[src/hdl/ryc_pkg.sv]
// ----------------------------------------------------------------------------
// ryc_pkg - shared types and constants for the RGB to YCbCr 4:2:0 converter
// Fixed-point coefficients per colour matrix and range, pipeline control.
// ----------------------------------------------------------------------------
`default_nettype none

package ryc_pkg;

	localparam int F      = 16;             // coefficient fraction bits
	localparam int PIX_W  = 8;
	localparam int SUM_W  = PIX_W + 2;      // sum of four samples
	localparam int COEF_W = F + 1;          // holds 1.0
	localparam int CG_W   = F;              // chroma gains stay below 1.0
	localparam int LSUM_W = F + PIX_W;      // weighted luma sum
	localparam int LT_W   = 2 * F + 9;      // scaled luma plus offset
	localparam int CY_W   = F + SUM_W;      // weighted block sum
	localparam int D_W    = F + SUM_W + 1;  // signed colour difference
	localparam int CP_W   = D_W + CG_W + 1; // difference times gain
	localparam int CT_W   = CP_W + 1;       // plus centre

	localparam int CFG_IDX_W  = 2;
	localparam int CFG_DATA_W = 2;

	localparam longint ONE = longint'(1) << F;

	localparam longint KR_601  = (2990 * ONE + 5000) / 10000;
	localparam longint KB_601  = (1140 * ONE + 5000) / 10000;
	localparam longint KR_709  = (2126 * ONE + 5000) / 10000;
	localparam longint KB_709  = (722 * ONE + 5000) / 10000;
	localparam longint KR_2020 = (2627 * ONE + 5000) / 10000;
	localparam longint KB_2020 = (593 * ONE + 5000) / 10000;

	localparam longint LG_LIM  = (219 * ONE + 255 / 2) / 255;

	// full range: 1 / (2(1-k))
	localparam longint DF_B601  = 2 * (10000 - 1140);
	localparam longint DF_R601  = 2 * (10000 - 2990);
	localparam longint DF_B709  = 2 * (10000 - 722);
	localparam longint DF_R709  = 2 * (10000 - 2126);
	localparam longint DF_B2020 = 2 * (10000 - 593);
	localparam longint DF_R2020 = 2 * (10000 - 2627);
	localparam longint CGF_B601  = (10000 * ONE + DF_B601 / 2) / DF_B601;
	localparam longint CGF_R601  = (10000 * ONE + DF_R601 / 2) / DF_R601;
	localparam longint CGF_B709  = (10000 * ONE + DF_B709 / 2) / DF_B709;
	localparam longint CGF_R709  = (10000 * ONE + DF_R709 / 2) / DF_R709;
	localparam longint CGF_B2020 = (10000 * ONE + DF_B2020 / 2) / DF_B2020;
	localparam longint CGF_R2020 = (10000 * ONE + DF_R2020 / 2) / DF_R2020;

	// limited range: (224/255) / (2(1-k))
	localparam longint NL       = 224 * 10000 * ONE;
	localparam longint DL_B601  = 510 * (10000 - 1140);
	localparam longint DL_R601  = 510 * (10000 - 2990);
	localparam longint DL_B709  = 510 * (10000 - 722);
	localparam longint DL_R709  = 510 * (10000 - 2126);
	localparam longint DL_B2020 = 510 * (10000 - 593);
	localparam longint DL_R2020 = 510 * (10000 - 2627);
	localparam longint CGL_B601  = (NL + DL_B601 / 2) / DL_B601;
	localparam longint CGL_R601  = (NL + DL_R601 / 2) / DL_R601;
	localparam longint CGL_B709  = (NL + DL_B709 / 2) / DL_B709;
	localparam longint CGL_R709  = (NL + DL_R709 / 2) / DL_R709;
	localparam longint CGL_B2020 = (NL + DL_B2020 / 2) / DL_B2020;
	localparam longint CGL_R2020 = (NL + DL_R2020 / 2) / DL_R2020;

	typedef enum logic [1:0] {
		MAT_BT601  = 2'd0,
		MAT_BT709  = 2'd1,
		MAT_BT2020 = 2'd2
	} matrix_t;

	typedef enum logic [CFG_IDX_W-1:0] {
		REG_COLOR_MATRIX = 2'd0,
		REG_FULL_RANGE   = 2'd1
	} cfg_reg_t;

	typedef struct packed {
		logic [PIX_W-1:0] blue;
		logic [PIX_W-1:0] green;
		logic [PIX_W-1:0] red;
	} rgb_t;

	typedef struct packed {
		logic [COEF_W-1:0] kr;
		logic [COEF_W-1:0] kg;
		logic [COEF_W-1:0] kb;
		logic [COEF_W-1:0] lg;
		logic [CG_W-1:0]   cgb;
		logic [CG_W-1:0]   cgr;
		logic              full;
	} coef_t;

	typedef struct packed {
		logic s1;
		logic s2;
		logic s3;
		logic s4;
	} pipe_en_t;

	function automatic coef_t coef_sel(input logic [1:0] matrix, input logic full);
		coef_t c;
		longint kr, kb, cgbf, cgrf, cgbl, cgrl;
		case (matrix)
			MAT_BT709: begin
				kr = KR_709; kb = KB_709;
				cgbf = CGF_B709; cgrf = CGF_R709; cgbl = CGL_B709; cgrl = CGL_R709;
			end
			MAT_BT2020: begin
				kr = KR_2020; kb = KB_2020;
				cgbf = CGF_B2020; cgrf = CGF_R2020; cgbl = CGL_B2020; cgrl = CGL_R2020;
			end
			default: begin
				kr = KR_601; kb = KB_601;
				cgbf = CGF_B601; cgrf = CGF_R601; cgbl = CGL_B601; cgrl = CGL_R601;
			end
		endcase
		c.kr   = COEF_W'(kr);
		c.kb   = COEF_W'(kb);
		c.kg   = COEF_W'(ONE - kr - kb);
		c.lg   = full ? COEF_W'(ONE) : COEF_W'(LG_LIM);
		c.cgb  = full ? CG_W'(cgbf) : CG_W'(cgbl);
		c.cgr  = full ? CG_W'(cgrf) : CG_W'(cgrl);
		c.full = full;
		return c;
	endfunction

endpackage

`default_nettype wire

[src/hdl/ryc_luma_lane.sv]
// ----------------------------------------------------------------------------
// ryc_luma_lane - luma for one pixel of the block
// Weighted sum, range scale and offset, clamp and round; four stages.
// ----------------------------------------------------------------------------
`default_nettype none

module ryc_luma_lane (
	input  wire logic                 clk,
	input  wire ryc_pkg::pipe_en_t    en,
	input  wire ryc_pkg::coef_t       coef,
	input  wire ryc_pkg::rgb_t        pix,
	output logic [ryc_pkg::PIX_W-1:0] luma
);
	import ryc_pkg::*;

	localparam logic [LT_W-1:0] OFS  = LT_W'(16) << (2 * F);
	localparam logic [LT_W-1:0] TOP  = LT_W'(255) << (2 * F);
	localparam logic [LT_W-1:0] HALF = LT_W'(1) << (2 * F - 1);

	logic [COEF_W+PIX_W-1:0] pr, pg, pb;
	logic [LSUM_W-1:0]       wsum_s1;
	logic [LT_W-1:0]         prod;
	logic [LT_W-1:0]         t_s2;
	logic [LT_W-1:0]         rnd;
	logic [PIX_W-1:0]        y_s3, y_s4;

	assign pr   = coef.kr * pix.red;
	assign pg   = coef.kg * pix.green;
	assign pb   = coef.kb * pix.blue;
	assign prod = wsum_s1 * coef.lg;
	assign rnd  = (t_s2 + HALF) >> (2 * F);

	always_ff @(posedge clk) begin
		if (en.s1) begin
			wsum_s1 <= LSUM_W'(pr + pg + pb);
		end
		if (en.s2) begin
			t_s2 <= prod + (coef.full ? '0 : OFS);
		end
		if (en.s3) begin
			y_s3 <= (t_s2 > TOP) ? PIX_W'(255) : rnd[PIX_W-1:0];
		end
		if (en.s4) begin
			y_s4 <= y_s3;
		end
	end

	assign luma = y_s4;

endmodule

`default_nettype wire

[config.mk]
export PLATFORM = sky130hd
export DESIGN_NAME = ryc_luma_lane
export DESIGN_NICKNAME = d
export VERILOG_FILES = /design/src/hdl/ryc_pkg.sv /design/src/hdl/ryc_luma_lane.sv
export SDC_FILE = /design/constraint.sdc
export NUM_CORES = 2
export LEC_CHECK = 0
export ABC_CLOCK_PERIOD_IN_PS = 12100
export BUFFER_PORTS_ARGS = -buffer_cell sky130_fd_sc_hd__buf_2
export CORE_MARGIN = 3
export CORE_UTILIZATION = 55
export CTS_CLUSTER_DIAMETER = 150
export DETAILED_ROUTE_END_ITERATION = 10
export GPL_ROUTABILITY_DRIVEN = 0
export PLACE_DENSITY = 0.81
export SETUP_SLACK_MARGIN = 0.02
export SYNTH_ARGS = -nofsm -noshare
export SYNTH_HDL_FRONTEND = slang
export SYNTH_SLANG_ARGS = --single-unit
[constraint.sdc]
create_clock -name clk -period 12.1 [get_ports clk]
set_clock_uncertainty 0.1 [all_clocks]
set_input_delay 1.21 -clock clk [delete_from_list [all_inputs] [get_ports clk]]
set_output_delay 1.21 -clock clk [all_outputs]
set_load 0.05 [all_outputs]
* Word-level counts from Yosys, hierarchy flattened *
Cells that the tools add are included.

word-level totals
  bits in registers = 81
  bits in latches = 0
  bits in writable memories = 0
  ROM bits = 0
  input bits = 130
  output and inout port bits = 8
  memories = 0

operators by class
  add/subtract/negate cells = 4
  multiply operators = 4
  divide/modulo/power cells = 0
  order comparisons = 1
  eq/ne operators = 0
  shift operators = 0
  mux-type cells = 1
  bitwise logic cells = 0
  reductions and logical operators = 0

operators with widths
  kind                                                             count
  multiplier 17 x 8 -> 24 bit                                      3
  adder 24 bit                                                     2
  adder 41 x 37 -> 41 bit                                          1
  greater-than comparator 41 x 40 -> 1 bit, second input constant  1
  multiplier 24 x 17 -> 41 bit                                     1
  adder 40 x 32 -> 40 bit, second input constant                   1
  two-way mux 37 bit                                               1

* Depth between registers and ports, before layout *
  depth in word-level cells = 3
  gate-level depth with buffers = 25
  gate-level depth less buffers = 23

* Worst setup path after synthesis *
No wires, ideal clock.

  path kind = input to register
  start point = in pix[3] (netlist bit)
  end point = reg wsum_s1[23] (data pin)
  setup time = 0.260 ns
  data arrival time = 7.152 ns
  required time = 11.740 ns
  setup slack = 4.588 ns
  stages = 22
  path buffers = 2
  path through = clkbuf_1 clkbuf_1 nand2_1 fa_1 fa_1 fa_1 inv_1 fa_1 fa_1 inv_1 fa_1 inv_1 fa_1 ha_1 nor2b_1 o31a_1 o2111ai_1 nand4_1 a31oi_1 o2111ai_1 a21oi_1 xnor2_1

between the ends
  cells in the longest elaborated chain, start to end = 3

RTL lines
  item                         RTL line             text
  from (decl)                  ryc_luma_lane.sv:11  input wire ryc_pkg::rgb_t pix,
  multiplier 17 x 8 -> 24 bit  ryc_luma_lane.sv:27  assign pr = coef.kr * pix.red;
  adder 24 bit (2 in a row)    ryc_luma_lane.sv:35  wsum_s1 <= LSUM_W'(pr + pg + pb);
  to (signal assigned)         ryc_luma_lane.sv:35
  to (decl)                    ryc_luma_lane.sv:21  logic [LSUM_W-1:0] wsum_s1;

No other way between the ends.
A chain may end at the register's enable or synchronous reset.

* Final worst setup path *
  start point = in pix[0] (netlist bit)
  end point = reg wsum_s1[23] (data pin)

The elaborated chain is that of the path after synthesis.

==> flow_summary_export.csv <==
group,metric,value,unit
run_status,status,"completed",
worst_setup_path,r2r_setup_slack,5060,ps
timing,hold_violations,0,
clock_tree,ctsHoldBuffers,0,
placement,dp_hpwl,51600,µm
worst_setup_path,reg2reg_to,"t_s2[39]",
synthesis,ys_warn_count,0,
clock_tree,cts_tree,"yes",
clock_tree,h-tree-depth,3,
global_route,grt.total_usage,0.235,
timing,final-max-slew-violation-count,0,
synthesis,synth_area_per_cell,9.32,µm²
global_route,grt_max_degree,42,
synthesis,syn_nets,4114,
worst_hold_path,hold_class,"flip-flop to flip-flop",
clock_tree,cts_made_buffers,9,
clock_tree,clk_pin_slew,70,ps
route,drc,0,
job,max_cap_viol_count,0,
route,wire_per_inst,16.0,µm
synthesis,yosysTopAreaCellShare,0.475,
route,drt-vias-per-instance,5.35,
cells_and_area,layout_common_cells,"inv_1, fa_1, nand2_1",
clock_tree,root_buffer,"clkbuf_16",
worst_setup_path,critPathKind,"input pin to flip-flop",
worst_hold_path,holdPathEnd,"luma[3]",
synthesis,synth_edf_count,81,
cells_and_area,layout_commonest_cell,"inv_1",
global_route,grt_pass1_vias,21800,
route,firstDrtPassIters,8,
clock_tree,cts_resized,0,
floorplanning,die_area,54800,µm²
cells_and_area,drive_above_1_share,0.0433,
synthesis,async_flop_share,0,
timing,fin_crit_sh,0.634,
synthesis,ys_ff_latch,81,
synthesis,synth.largest_area_cell,"fa_1",
worst_hold_path,min_path_cells,0,
synthesis,synth_area,28600,µm²
placement,portBuffers,105,
worst_setup_path,critPathArrivalTime,7670,ps
clock_tree,clockBufferDepth,2,
floorplanning,io_pins,138,
timing,rsz0062_at_grt,"no",
timing,timing.fmax,0.130,GHz
floorplanning,initial_utilization,0.564,
route,antenna_left,0,
timing,setup_viol_count_final,0,
timing,tightest_slew,895,ps
placement,place_ws,4130,ps
global_route,antenna_found_initial,9,
clock_tree,clock_latency,350,ps
timing,fin_crit,7680,ps
worst_setup_path,r2r-start,"wsum_s1[10]",
worst_setup_path,reg2regPathDepth,18,
floorplanning,die_h,234,µm
clock_tree,postCtsSetupBuffers,0,
route,drtIter0Drc,1268,
synthesis,ys_seq_area_frac,0.0850,
floorplanning,coreArea,50800,µm²
cells_and_area,area_growth,4.53,%
worst_setup_path,path_max_fanout,17,
synthesis,synth_area_leaders,"fa_1, inv_1, ha_1, edfxtp_1, and2_1",
global_route,grt_pass1_wl,104000,µm
synthesis,synthCells,3071,
worst_setup_path,start_kind,"input pin",
route,vias,20200,
cells_and_area,nets,4134,
synthesis,synth.distinct_cells,57,
floorplanning,die_w,234,µm
clock_tree,cts.sinks,81,
timing,final.setup.worst_slack,4420,ps
floorplanning,num_rows,82,
worst_setup_path,cp.required,12090,ps
synthesis,ys.flop_type,"edfxtp_1",
timing,setup_tns,0,ps
timing,max_slew_margin,0.404,
worst_hold_path,min_from,"y_s3[3]",
route,routed_wl,60500,µm
worst_setup_path,critPathCaptureType,"flip-flop",
global_route,grt_overflow_total,0,
worst max path at each step:
stage	from	to	slack, ps
after global placement	pix[0]	wsum_s1[23]	4180
after floorplan	pix[3]	wsum_s1[23]	4590
final	pix[0]	wsum_s1[23]	4420
after detailed placement	pix[3]	wsum_s1[23]	4130
after global routing	pix[0]	wsum_s1[23]	4110
after CTS	pix[0]	wsum_s1[23]	4490
synthesized netlist by cell type, types with 2 or more instances:
| master | number |
|---|---|
| and3_1 | 7 |
| nand3_1 | 19 |
| a211oi_1 | 8 |
| inv_1 | 809 |
| ha_1 | 234 |
| o21a_1 | 14 |
| nor2b_1 | 7 |
| o21ai_1 | 5 |
| clkbuf_1 | 95 |
| xor2_1 | 16 |
| and3_2 | 2 |
| nand4_1 | 5 |
| nor4_1 | 10 |
| and2_1 | 353 |
| o21bai_1 | 7 |
| nor2_1 | 26 |
| edfxtp_1 | 81 |
| xnor2_1 | 54 |
| a221oi_1 | 2 |
| nor3_1 | 11 |
| or3_1 | 2 |
| nand2b_1 | 10 |
| o21ai_0 | 22 |
| o211ai_1 | 4 |
| a31oi_1 | 9 |
| nand2_1 | 496 |
| fa_1 | 679 |
| o31ai_1 | 2 |
| a21oi_1 | 38 |
| o2111ai_1 | 2 |
| a211o_1 | 3 |
| a21o_1 | 14 |
registers in the layout (all words and copies together) (netlist names):
name and count:
luma 8, t_s2 41, wsum_s1 24, y_s3 8
per-layer routing:
layer,vias to the layer above,wire length [µm],track usage
met4,8,1710,0.0668
met3,139,3840,0.0272
met5,-,50,0
met1,10400,23700,0.305
met2,677,31200,0.416
li1,8982,-,-
logic make-up after synthesis:
family          after synthesis  synth area share
flops                        81            0.0850
buf+inv                     905             0.119
simple gates                956             0.163
fa+ha+maj                   913             0.577
xor+xnor                     70            0.0214
compound gates              145            0.0346
mux                           1          0.000350
critical path: stages:
cell and delay, ps:
buf_2 210, and2_1 210, fa_1 550, inv_1 60, fa_1 530, fa_1 540
inv_1 50, fa_1 490, fa_1 540, inv_1 50, fa_1 480, inv_1 50
fa_1 440, ha_1 330, nor2b_1 160, o31a_1 280, o2111ai_1 340, nand4_1 260
a31oi_1 410, o2111ai_1 180, a21oi_1 200, xnor2_1 80
per-stage QoR:
stage | util | hold WS, ps | area (µm²) | std cells
after floorplan | - | 300 | 28600 | 3071
after global placement | 0.583 | 302 | 29600 | 3752
after detailed placement | 0.583 | 307 | 29600 | 3752
after CTS | 0.589 | 314 | 29900 | 3768
after global routing | 0.589 | 326 | 29900 | 3768
final | 0.589 | 312 | 29900 | 3773
layout make-up:
cell class                 instances  area [µm²]
multi-input combinational       2085       22800
fill                            4221       20900
inverter                         809        3040
sequential                        81        2430
tap                              672         841
timing repair buffer             105         526
clock buffer                       9         225
clock inverter                     7        60.1
antenna                            5        12.5
Power is not shown: default switching activity piles up to over one toggle a cycle in this logic, so the estimate is an artifact.
