$ cat src/hdl/ryc_pkg.sv
// ----------------------------------------------------------------------------
// ryc_pkg - shared types and constants for the RGB to YCbCr 4:2:0 converter
// Fixed-point coefficients per colour matrix and range, pipeline control.
// ----------------------------------------------------------------------------
`default_nettype none

package ryc_pkg;

	localparam int F      = 16;             // coefficient fraction bits
	localparam int PIX_W  = 8;
	localparam int SUM_W  = PIX_W + 2;      // sum of four samples
	localparam int COEF_W = F + 1;          // holds 1.0
	localparam int CG_W   = F;              // chroma gains stay below 1.0
	localparam int LSUM_W = F + PIX_W;      // weighted luma sum
	localparam int LT_W   = 2 * F + 9;      // scaled luma plus offset
	localparam int CY_W   = F + SUM_W;      // weighted block sum
	localparam int D_W    = F + SUM_W + 1;  // signed colour difference
	localparam int CP_W   = D_W + CG_W + 1; // difference times gain
	localparam int CT_W   = CP_W + 1;       // plus centre

	localparam int CFG_IDX_W  = 2;
	localparam int CFG_DATA_W = 2;

	localparam longint ONE = longint'(1) << F;

	localparam longint KR_601  = (2990 * ONE + 5000) / 10000;
	localparam longint KB_601  = (1140 * ONE + 5000) / 10000;
	localparam longint KR_709  = (2126 * ONE + 5000) / 10000;
	localparam longint KB_709  = (722 * ONE + 5000) / 10000;
	localparam longint KR_2020 = (2627 * ONE + 5000) / 10000;
	localparam longint KB_2020 = (593 * ONE + 5000) / 10000;

	localparam longint LG_LIM  = (219 * ONE + 255 / 2) / 255;

	// full range: 1 / (2(1-k))
	localparam longint DF_B601  = 2 * (10000 - 1140);
	localparam longint DF_R601  = 2 * (10000 - 2990);
	localparam longint DF_B709  = 2 * (10000 - 722);
	localparam longint DF_R709  = 2 * (10000 - 2126);
	localparam longint DF_B2020 = 2 * (10000 - 593);
	localparam longint DF_R2020 = 2 * (10000 - 2627);
	localparam longint CGF_B601  = (10000 * ONE + DF_B601 / 2) / DF_B601;
	localparam longint CGF_R601  = (10000 * ONE + DF_R601 / 2) / DF_R601;
	localparam longint CGF_B709  = (10000 * ONE + DF_B709 / 2) / DF_B709;
	localparam longint CGF_R709  = (10000 * ONE + DF_R709 / 2) / DF_R709;
	localparam longint CGF_B2020 = (10000 * ONE + DF_B2020 / 2) / DF_B2020;
	localparam longint CGF_R2020 = (10000 * ONE + DF_R2020 / 2) / DF_R2020;

	// limited range: (224/255) / (2(1-k))
	localparam longint NL       = 224 * 10000 * ONE;
	localparam longint DL_B601  = 510 * (10000 - 1140);
	localparam longint DL_R601  = 510 * (10000 - 2990);
	localparam longint DL_B709  = 510 * (10000 - 722);
	localparam longint DL_R709  = 510 * (10000 - 2126);
	localparam longint DL_B2020 = 510 * (10000 - 593);
	localparam longint DL_R2020 = 510 * (10000 - 2627);
	localparam longint CGL_B601  = (NL + DL_B601 / 2) / DL_B601;
	localparam longint CGL_R601  = (NL + DL_R601 / 2) / DL_R601;
	localparam longint CGL_B709  = (NL + DL_B709 / 2) / DL_B709;
	localparam longint CGL_R709  = (NL + DL_R709 / 2) / DL_R709;
	localparam longint CGL_B2020 = (NL + DL_B2020 / 2) / DL_B2020;
	localparam longint CGL_R2020 = (NL + DL_R2020 / 2) / DL_R2020;

	typedef enum logic [1:0] {
		MAT_BT601  = 2'd0,
		MAT_BT709  = 2'd1,
		MAT_BT2020 = 2'd2
	} matrix_t;

	typedef enum logic [CFG_IDX_W-1:0] {
		REG_COLOR_MATRIX = 2'd0,
		REG_FULL_RANGE   = 2'd1
	} cfg_reg_t;

	typedef struct packed {
		logic [PIX_W-1:0] blue;
		logic [PIX_W-1:0] green;
		logic [PIX_W-1:0] red;
	} rgb_t;

	typedef struct packed {
		logic [COEF_W-1:0] kr;
		logic [COEF_W-1:0] kg;
		logic [COEF_W-1:0] kb;
		logic [COEF_W-1:0] lg;
		logic [CG_W-1:0]   cgb;
		logic [CG_W-1:0]   cgr;
		logic              full;
	} coef_t;

	typedef struct packed {
		logic s1;
		logic s2;
		logic s3;
		logic s4;
	} pipe_en_t;

	function automatic coef_t coef_sel(input logic [1:0] matrix, input logic full);
		coef_t c;
		longint kr, kb, cgbf, cgrf, cgbl, cgrl;
		case (matrix)
			MAT_BT709: begin
				kr = KR_709; kb = KB_709;
				cgbf = CGF_B709; cgrf = CGF_R709; cgbl = CGL_B709; cgrl = CGL_R709;
			end
			MAT_BT2020: begin
				kr = KR_2020; kb = KB_2020;
				cgbf = CGF_B2020; cgrf = CGF_R2020; cgbl = CGL_B2020; cgrl = CGL_R2020;
			end
			default: begin
				kr = KR_601; kb = KB_601;
				cgbf = CGF_B601; cgrf = CGF_R601; cgbl = CGL_B601; cgrl = CGL_R601;
			end
		endcase
		c.kr   = COEF_W'(kr);
		c.kb   = COEF_W'(kb);
		c.kg   = COEF_W'(ONE - kr - kb);
		c.lg   = full ? COEF_W'(ONE) : COEF_W'(LG_LIM);
		c.cgb  = full ? CG_W'(cgbf) : CG_W'(cgbl);
		c.cgr  = full ? CG_W'(cgrf) : CG_W'(cgrl);
		c.full = full;
		return c;
	endfunction

endpackage

`default_nettype wire

$ cat src/hdl/ryc_chroma_unit.sv
// ----------------------------------------------------------------------------
// ryc_chroma_unit - Cb and Cr from the block-average colour
// Block sums, weighted sum, colour difference times gain, clamp and round.
// ----------------------------------------------------------------------------
`default_nettype none

module ryc_chroma_unit (
	input  wire logic                 clk,
	input  wire ryc_pkg::pipe_en_t    en,
	input  wire ryc_pkg::coef_t       coef,
	input  wire ryc_pkg::rgb_t [3:0]  px,
	output logic [ryc_pkg::PIX_W-1:0] cb,
	output logic [ryc_pkg::PIX_W-1:0] cr
);
	import ryc_pkg::*;

	localparam logic signed [CT_W-1:0] CTR_LIM  = CT_W'(256) <<< (2 * F + 1);
	localparam logic signed [CT_W-1:0] CTR_FULL = CT_W'(255) <<< (2 * F + 1);
	localparam logic signed [CT_W-1:0] TOP      = CT_W'(255) <<< (2 * F + 2);
	localparam logic signed [CT_W-1:0] HALF     = CT_W'(1) <<< (2 * F + 1);

	logic [SUM_W-1:0]        sr_s1, sg_s1, sb_s1;
	logic [SUM_W-1:0]        sr_s2, sb_s2;
	logic [COEF_W+SUM_W-1:0] yr, yg, yb;
	logic [CY_W-1:0]         ys_s2;
	logic signed [D_W-1:0]   db, dr;
	logic signed [CP_W-1:0]  pcb, pcr;
	logic signed [CT_W-1:0]  ctr;
	logic signed [CT_W-1:0]  tb_s3, tr_s3;
	logic signed [CT_W-1:0]  rb, rr;
	logic [PIX_W-1:0]        cb_s4, cr_s4;

	assign yr = coef.kr * sr_s1;
	assign yg = coef.kg * sg_s1;
	assign yb = coef.kb * sb_s1;

	assign db  = $signed(D_W'({sb_s2, {F{1'b0}}})) - $signed(D_W'(ys_s2));
	assign dr  = $signed(D_W'({sr_s2, {F{1'b0}}})) - $signed(D_W'(ys_s2));
	assign pcb = db * $signed({1'b0, coef.cgb});
	assign pcr = dr * $signed({1'b0, coef.cgr});
	assign ctr = coef.full ? CTR_FULL : CTR_LIM;

	assign rb = (tb_s3 + HALF) >>> (2 * F + 2);
	assign rr = (tr_s3 + HALF) >>> (2 * F + 2);

	always_ff @(posedge clk) begin
		if (en.s1) begin
			sr_s1 <= SUM_W'(px[0].red)   + SUM_W'(px[1].red)
			       + SUM_W'(px[2].red)   + SUM_W'(px[3].red);
			sg_s1 <= SUM_W'(px[0].green) + SUM_W'(px[1].green)
			       + SUM_W'(px[2].green) + SUM_W'(px[3].green);
			sb_s1 <= SUM_W'(px[0].blue)  + SUM_W'(px[1].blue)
			       + SUM_W'(px[2].blue)  + SUM_W'(px[3].blue);
		end
		if (en.s2) begin
			ys_s2 <= CY_W'(yr + yg + yb);
			sr_s2 <= sr_s1;
			sb_s2 <= sb_s1;
		end
		if (en.s3) begin
			tb_s3 <= ctr + CT_W'(pcb);
			tr_s3 <= ctr + CT_W'(pcr);
		end
		if (en.s4) begin
			cb_s4 <= tb_s3[CT_W-1] ? '0 : (tb_s3 > TOP) ? PIX_W'(255) : rb[PIX_W-1:0];
			cr_s4 <= tr_s3[CT_W-1] ? '0 : (tr_s3 > TOP) ? PIX_W'(255) : rr[PIX_W-1:0];
		end
	end

	assign cb = cb_s4;
	assign cr = cr_s4;

endmodule

`default_nettype wire

$ cat config.mk
export PLATFORM = sky130hd
export DESIGN_NAME = ryc_chroma_unit
export DESIGN_NICKNAME = d
export VERILOG_FILES = /design/src/hdl/ryc_pkg.sv /design/src/hdl/ryc_chroma_unit.sv
export SDC_FILE = /design/constraint.sdc
export NUM_CORES = 2
export LEC_CHECK = 0
export BUFFER_PORTS_ARGS = -buffer_cell sky130_fd_sc_hd__buf_2
export CELL_PAD_IN_SITES_DETAIL_PLACEMENT = 1
export CELL_PAD_IN_SITES_GLOBAL_PLACEMENT = 1
export CORE_MARGIN = 8
export CORE_UTILIZATION = 40
export DETAILED_ROUTE_END_ITERATION = 16
export GPL_ROUTABILITY_DRIVEN = 0
export GPL_TIMING_DRIVEN = 1
export HOLD_SLACK_MARGIN = 0.05
export PLACE_DENSITY_LB_ADDON = 0.1
export SLEW_MARGIN = 20
export SYNTH_ARGS = -nofsm -noshare
export SYNTH_HDL_FRONTEND = slang
export SYNTH_SLANG_ARGS = --single-unit
$ cat constraint.sdc
create_clock -name clk -period 15.05 [get_ports clk]
set_clock_uncertainty 0.05 [all_clocks]
set_input_delay 2.2575 -clock clk [delete_from_list [all_inputs] [get_ports clk]]
set_output_delay 2.2575 -clock clk [all_outputs]
set_load 0.01 [all_outputs]
# Word-level counts from Yosys, hierarchy flattened
# Index checks and enable logic that the tools add are counted.
dict set report totals {
  out_inout_bits 16
  reg_bits 182
  wordCells 37
}
dict set report op_classes {
  n_mul 5
  add_sub_neg 17
  order_cmp 2
  muxes 3
}
# op count
set ops {}
lappend ops {{$add 43x44->45} 2}
lappend ops {{$gt 45x43->1 const B} 2}
lappend ops {{$mul 27x17->44} 2}
lappend ops {{$add 42x35->42 const B} 2}
lappend ops {{$mul 17x10->26} 3}
lappend ops {{$sub 26x26->27} 2}
lappend ops {{$add 26x26->26} 2}
lappend ops {{$mux 42} 1}
lappend ops {{$add 10x8->10} 3}
lappend ops {{$add 9x8->10} 3}
lappend ops {{$add 8x8->9} 3}
lappend ops {{$mux 8} 2}

# Longest topological paths before layout
dict set report logic_depth {
  depth_word 3
  depth_mapped 36
  depth_no_buf 33
}

# Least setup slack after synthesis
# Ideal clock, no wire load.
dict set report synth_path {
  path_kind {in2reg}
  start {input port coef[87] (netlist bit)}
  end {register ys_s2[24], data pin}
  required_time_ns 14.741
  cell_stages 27
  slack_ns 6.031
  setup_time_ns 0.259
  arrival_ns 8.710
  cell_sequence {clkbuf_1 > nand2_1 > fa_1 > fa_1 > inv_1 > fa_1 > inv_1 > fa_1 > inv_1 > fa_1 > inv_1 > fa_1 > inv_1 > fa_1 > fa_1 > ha_1 > clkbuf_1 > a21o_1 > a21oi_1 > inv_1 > a22o_1 > o31a_1 > o21a_1 > o21ai_0 > a31oi_1 > o211ai_1 > xnor2_1}
}
dict set report synth_between {
  elab_chain_cells 3
}
# element line_no
set synth_rtl {}
lappend synth_rtl {{from (decl)} ryc_chroma_unit.sv:10} ;# input wire ryc_pkg::coef_t coef,
lappend synth_rtl {{$mul 17x10->26} ryc_chroma_unit.sv:33} ;# assign yr = coef.kr * sr_s1;
lappend synth_rtl {{$add 26x26->26 (2 in a row)} ryc_chroma_unit.sv:56} ;# ys_s2 <= CY_W'(yr + yg + yb);
lappend synth_rtl {{to (signal assigned)} ryc_chroma_unit.sv:56}
lappend synth_rtl {{to (decl)} ryc_chroma_unit.sv:25} ;# logic [CY_W-1:0] ys_s2;
# Every way passes these cells.
# A chain may end at the register's enable or synchronous reset.

# Worst setup path in the final report
dict set report layout_path {
  start {register ys_s2[0]}
  end {register tb_s3[42], data pin}
}
dict set report layout_between {
  elab_chain_cells 3
}
# element line_no
set layout_rtl {}
lappend layout_rtl {{$sub 26x26->27} ryc_chroma_unit.sv:37} ;# assign db = $signed(D_W'({sb_s2, {F{1'b0}}})) - $signed(D_W'(ys_s2));
lappend layout_rtl {{$mul 27x17->44} ryc_chroma_unit.sv:39} ;# assign pcb = db * $signed({1'b0, coef.cgb});
lappend layout_rtl {{$add 43x44->45} ryc_chroma_unit.sv:61} ;# tb_s3 <= ctr + CT_W'(pcb);
lappend layout_rtl {{to (signal assigned)} ryc_chroma_unit.sv:61}
lappend layout_rtl {{to (decl)} ryc_chroma_unit.sv:29} ;# logic signed [CT_W-1:0] tb_s3, tr_s3;
# Every way passes these cells.

==> flow_summary.yaml <==
outcome:
  outcome: "completed"
grt:
  grt_remaining_overflow: 0
  largest_net_degree_at_the_start_of_global_routing: 47
  grt_pass1_wl_mm: 263
  grt_pass1_vias: 46000
  antenna_found_initial: 25
  global_route.usage.total_pct: 21.6
setup_path:
  critPathMaxStageDelay_ns: 0.79
  worst_ep_arrival_time_ns: 10.41
  startpoint_type: "register"
  worstRegToRegCells: 31
  slowest_stage: "sky130_fd_sc_hd__fa_1"
  endpoint: "tb_s3[42]"
  crit_required_ns: 15.39
  reg2reg_to: "tb_s3[42]"
  worst_path_class_setup: "register to register"
  worstSetupEndpointType: "register"
  worst-r2r-setup-slack_ns: 4.97
  path_max_fanout: 36
  regToRegStartpoint: "ys_s2[0]"
  cpMostUsedCell: "sky130_fd_sc_hd__fa_1"
  startpoint: "ys_s2[0]"
clocking:
  tritoncts: "yes"
  worst_setup_hold_path_clk_slew_ns: 0.08
  htree_levels: 4
  clock_sinks: 182
  cts_inserted_buffers: 17
  maximum_clock_path_buffer_count: 2
  ctsHoldBuffers: 0
  cts_resizes: 0
  post-cts-setup-buffer-count: 0
  clock_insertion_delay_worst_skew_ns: 0.53
  cts-root-buf: "sky130_fd_sc_hd__clkbuf_16"
drt:
  routed_wl_mm: 162
  drt_pre_antenna_iters: 5
  drc: 0
  antenna_violation_net_count_after_detailed_routing: 0
  detail_route.iter0.violations: 1565
  via_count: 39600
  vias_per_cell: 4.93
  routedWlPerCell_um: 20.1
yosys:
  synth_edf_count: 182
  ys_warn_count: 0
  synth_cell_type_count: 67
  synth_seq_area_share_pct: 9.55
  synth.top_cells.by_area: "sky130_fd_sc_hd__fa_1 (47%), sky130_fd_sc_hd__inv_1 (11%), sky130_fd_sc_hd__ha_1 (9.8%)"
  synth_ff_type: "sky130_fd_sc_hd__edfxtp_1"
  synthTopCellsByCount: "sky130_fd_sc_hd__inv_1 (1,629), sky130_fd_sc_hd__fa_1 (1,352), sky130_fd_sc_hd__nand2_1 (852)"
  synth.avg_cell_area_sq_um: 9.43
  synthDominantCellAreaShare_pct: 47.3
  ys_seq_elements: 182
  synth-async-reset-ratio_pct: 0
  most_used_standard_cell_by_instance_count_after_synthesis: "sky130_fd_sc_hd__inv_1"
  syn_inst: 6070
  synth_top_area_cell: "sky130_fd_sc_hd__fa_1"
  syn_area_sq_um: 57200
  synthesis.nets: 8073
placement:
  port-buffer-count: 200
  sum_of_net_half_perimeters_after_detailed_placement_mm: 132
layout:
  design.final.nets: 8104
  layout-drive-gt1-share_pct: 5.33
  area_growth_syn_to_layout_pct: 6.27
  fill_cells: 16400
timing:
  finalSetupTns_ns: 0
  report.final.slew_viol_count: 0
  report.final.setup_viol: 0
  achievable-frequency_ghz: 0.0992
  tightestPinTransition_ns: 1.03
  finalHoldViolCount: 0
  normalized_max_slew_margin_pct: 31.0
  grt_setup_unrepaired: "false"
  layout_worst_path_cycle_share_pct: 66.9
  post-route-min-period_ns: 10.08
floorplan:
  io_pins: 218
  row_count: 139
  die-width_um: 394
  design.die.area_sq_um: 155000
  floorplan.initialDensity_pct: 40.1
  floorplan.core_area_sq_um: 143000
  die_height_um: 394
hold_path:
  hold_path.class: "register to register"
job:
  timing.max_cap.violations: 0
## how the worst min path moves through the flow
stage / start / end / slack (ns) / cells after the start
detailed placement: tb_s3[39] / cb[5] / 0.63 / 2
CTS: tb_s3[39] / cb[5] / 0.65 / 2
global placement: tb_s3[39] / cb[5] / 0.63 / 2
floorplan: sb_s1[2] / sb_s2[2] / 0.37 / 0
global route: tb_s3[39] / cb[5] / 0.68 / 2
finish: tb_s3[39] / cb[5] / 0.63 / 2
## cell families (layout without fill, tap and decap cells)
logic type | after synthesis | in the layout | share of synthesized area (%)
AND/OR/NAND/NOR | 1684 | 1684 | 14.3
flip-flops | 182 | 182 | 9.55
multiplexers | 1 | 1 | 0.0175
buffers and inverters | 1873 | 1917 | 12.3
adder cells (fa/ha/maj) | 1801 | 1801 | 57.1
other | 0 | 11 | 0
AO/OA/AOI/OAI | 345 | 345 | 3.77
XOR/XNOR | 184 | 184 | 2.89
## layout by cell type, fill, tap and decap left out, types with 3 or more instances in the layout
master	synthesis	routed
sky130_fd_sc_hd__a211oi_1	12	11
sky130_fd_sc_hd__a21o_1	54	54
sky130_fd_sc_hd__a21oi_1	131	130
sky130_fd_sc_hd__a31oi_1	12	12
sky130_fd_sc_hd__a41oi_1	3	3
sky130_fd_sc_hd__and2_1	601	601
sky130_fd_sc_hd__and3_1	13	13
sky130_fd_sc_hd__and4_1	5	5
sky130_fd_sc_hd__buf_2	5	198
sky130_fd_sc_hd__buf_4	1	58
sky130_fd_sc_hd__clkbuf_16	0	17
sky130_fd_sc_hd__clkinv_4	0	3
sky130_fd_sc_hd__diode_2	0	11
sky130_fd_sc_hd__edfxtp_1	182	182
sky130_fd_sc_hd__fa_1	1352	1352
sky130_fd_sc_hd__ha_1	449	449
sky130_fd_sc_hd__inv_1	1629	1629
sky130_fd_sc_hd__inv_6	0	4
sky130_fd_sc_hd__nand2_1	852	852
sky130_fd_sc_hd__nand2b_1	12	12
sky130_fd_sc_hd__nand3_1	21	21
sky130_fd_sc_hd__nand4_1	13	13
sky130_fd_sc_hd__nor2_1	73	72
sky130_fd_sc_hd__nor2b_1	12	12
sky130_fd_sc_hd__nor3_1	29	29
sky130_fd_sc_hd__nor4_1	25	25
sky130_fd_sc_hd__o2111ai_1	5	5
sky130_fd_sc_hd__o211ai_1	4	4
sky130_fd_sc_hd__o21a_1	21	21
sky130_fd_sc_hd__o21ai_0	50	50
sky130_fd_sc_hd__o21ai_1	7	7
sky130_fd_sc_hd__o21bai_1	15	15
sky130_fd_sc_hd__o31ai_1	5	5
sky130_fd_sc_hd__or2_2	8	8
sky130_fd_sc_hd__or3_1	8	8
sky130_fd_sc_hd__or4_1	3	3
sky130_fd_sc_hd__xnor2_1	135	123
sky130_fd_sc_hd__xnor2_2	5	17
sky130_fd_sc_hd__xor2_1	43	42
## per-stage QoR
step | setup WS, ns | utilization, % | std cells | instance area [sq um] | hold slack (ns)
floorplan | 6.03 | - | 6070 | 57200 | 0.374
global placement | 5.04 | 42.2 | 7985 | 60200 | 0.630
detailed placement | 4.96 | 42.2 | 7985 | 60200 | 0.627
CTS | 4.89 | 42.6 | 8017 | 60800 | 0.646
global route | 4.52 | 42.6 | 8020 | 60800 | 0.682
finish | 4.97 | 42.6 | 8028 | 60800 | 0.634
## layout make-up
| class | instances | area (sq um) | share of cell area [%] |
|---|---|---|---|
| diodes | 11 | 27.5 | 0.0453 |
| flip-flops and latches | 182 | 5470 | 8.99 |
| inverters | 1629 | 6110 | 10.1 |
| repair buffers | 256 | 1430 | 2.35 |
| multi-input cells | 4015 | 44800 | 73.7 |
| well taps | 1903 | 2380 | 3.91 |
| clock buffers | 18 | 429 | 0.706 |
| clock inverters | 14 | 136 | 0.224 |
## routing by layer
layer / share of wire, % / global-route usage, % / vias up
li1: - / - / 17700
met1: 43 / 28.3 / 21100
met2: 51 / 38.3 / 588
met3: 3.6 / 2.61 / 161
met4: 2.0 / 4.53 / 10
met5: 0.040 / 0 / -
## worst max-delay path: cells and delay by family, from the launching register on
kind                     cells  cell delay, ns
flip-flops                   1            0.32
adder cells (fa/ha/maj)      8            3.87
AO/OA/AOI/OAI                9            2.84
buffers and inverters        6            1.09
AND/OR/NAND/NOR              8            1.70
## state kept, by name, indices dropped and copies added, names as in the netlist
name / cells
cb: 8
cr: 8
sb_s1: 10
sb_s2: 10
sg_s1: 10
sr_s1: 10
sr_s2: 10
tb_s3: 45
tr_s3: 45
ys_s2: 26
Power is left out: the tool's default activity adds up to more than one toggle a clock period on the data nets, which glitch-free logic cannot reach.
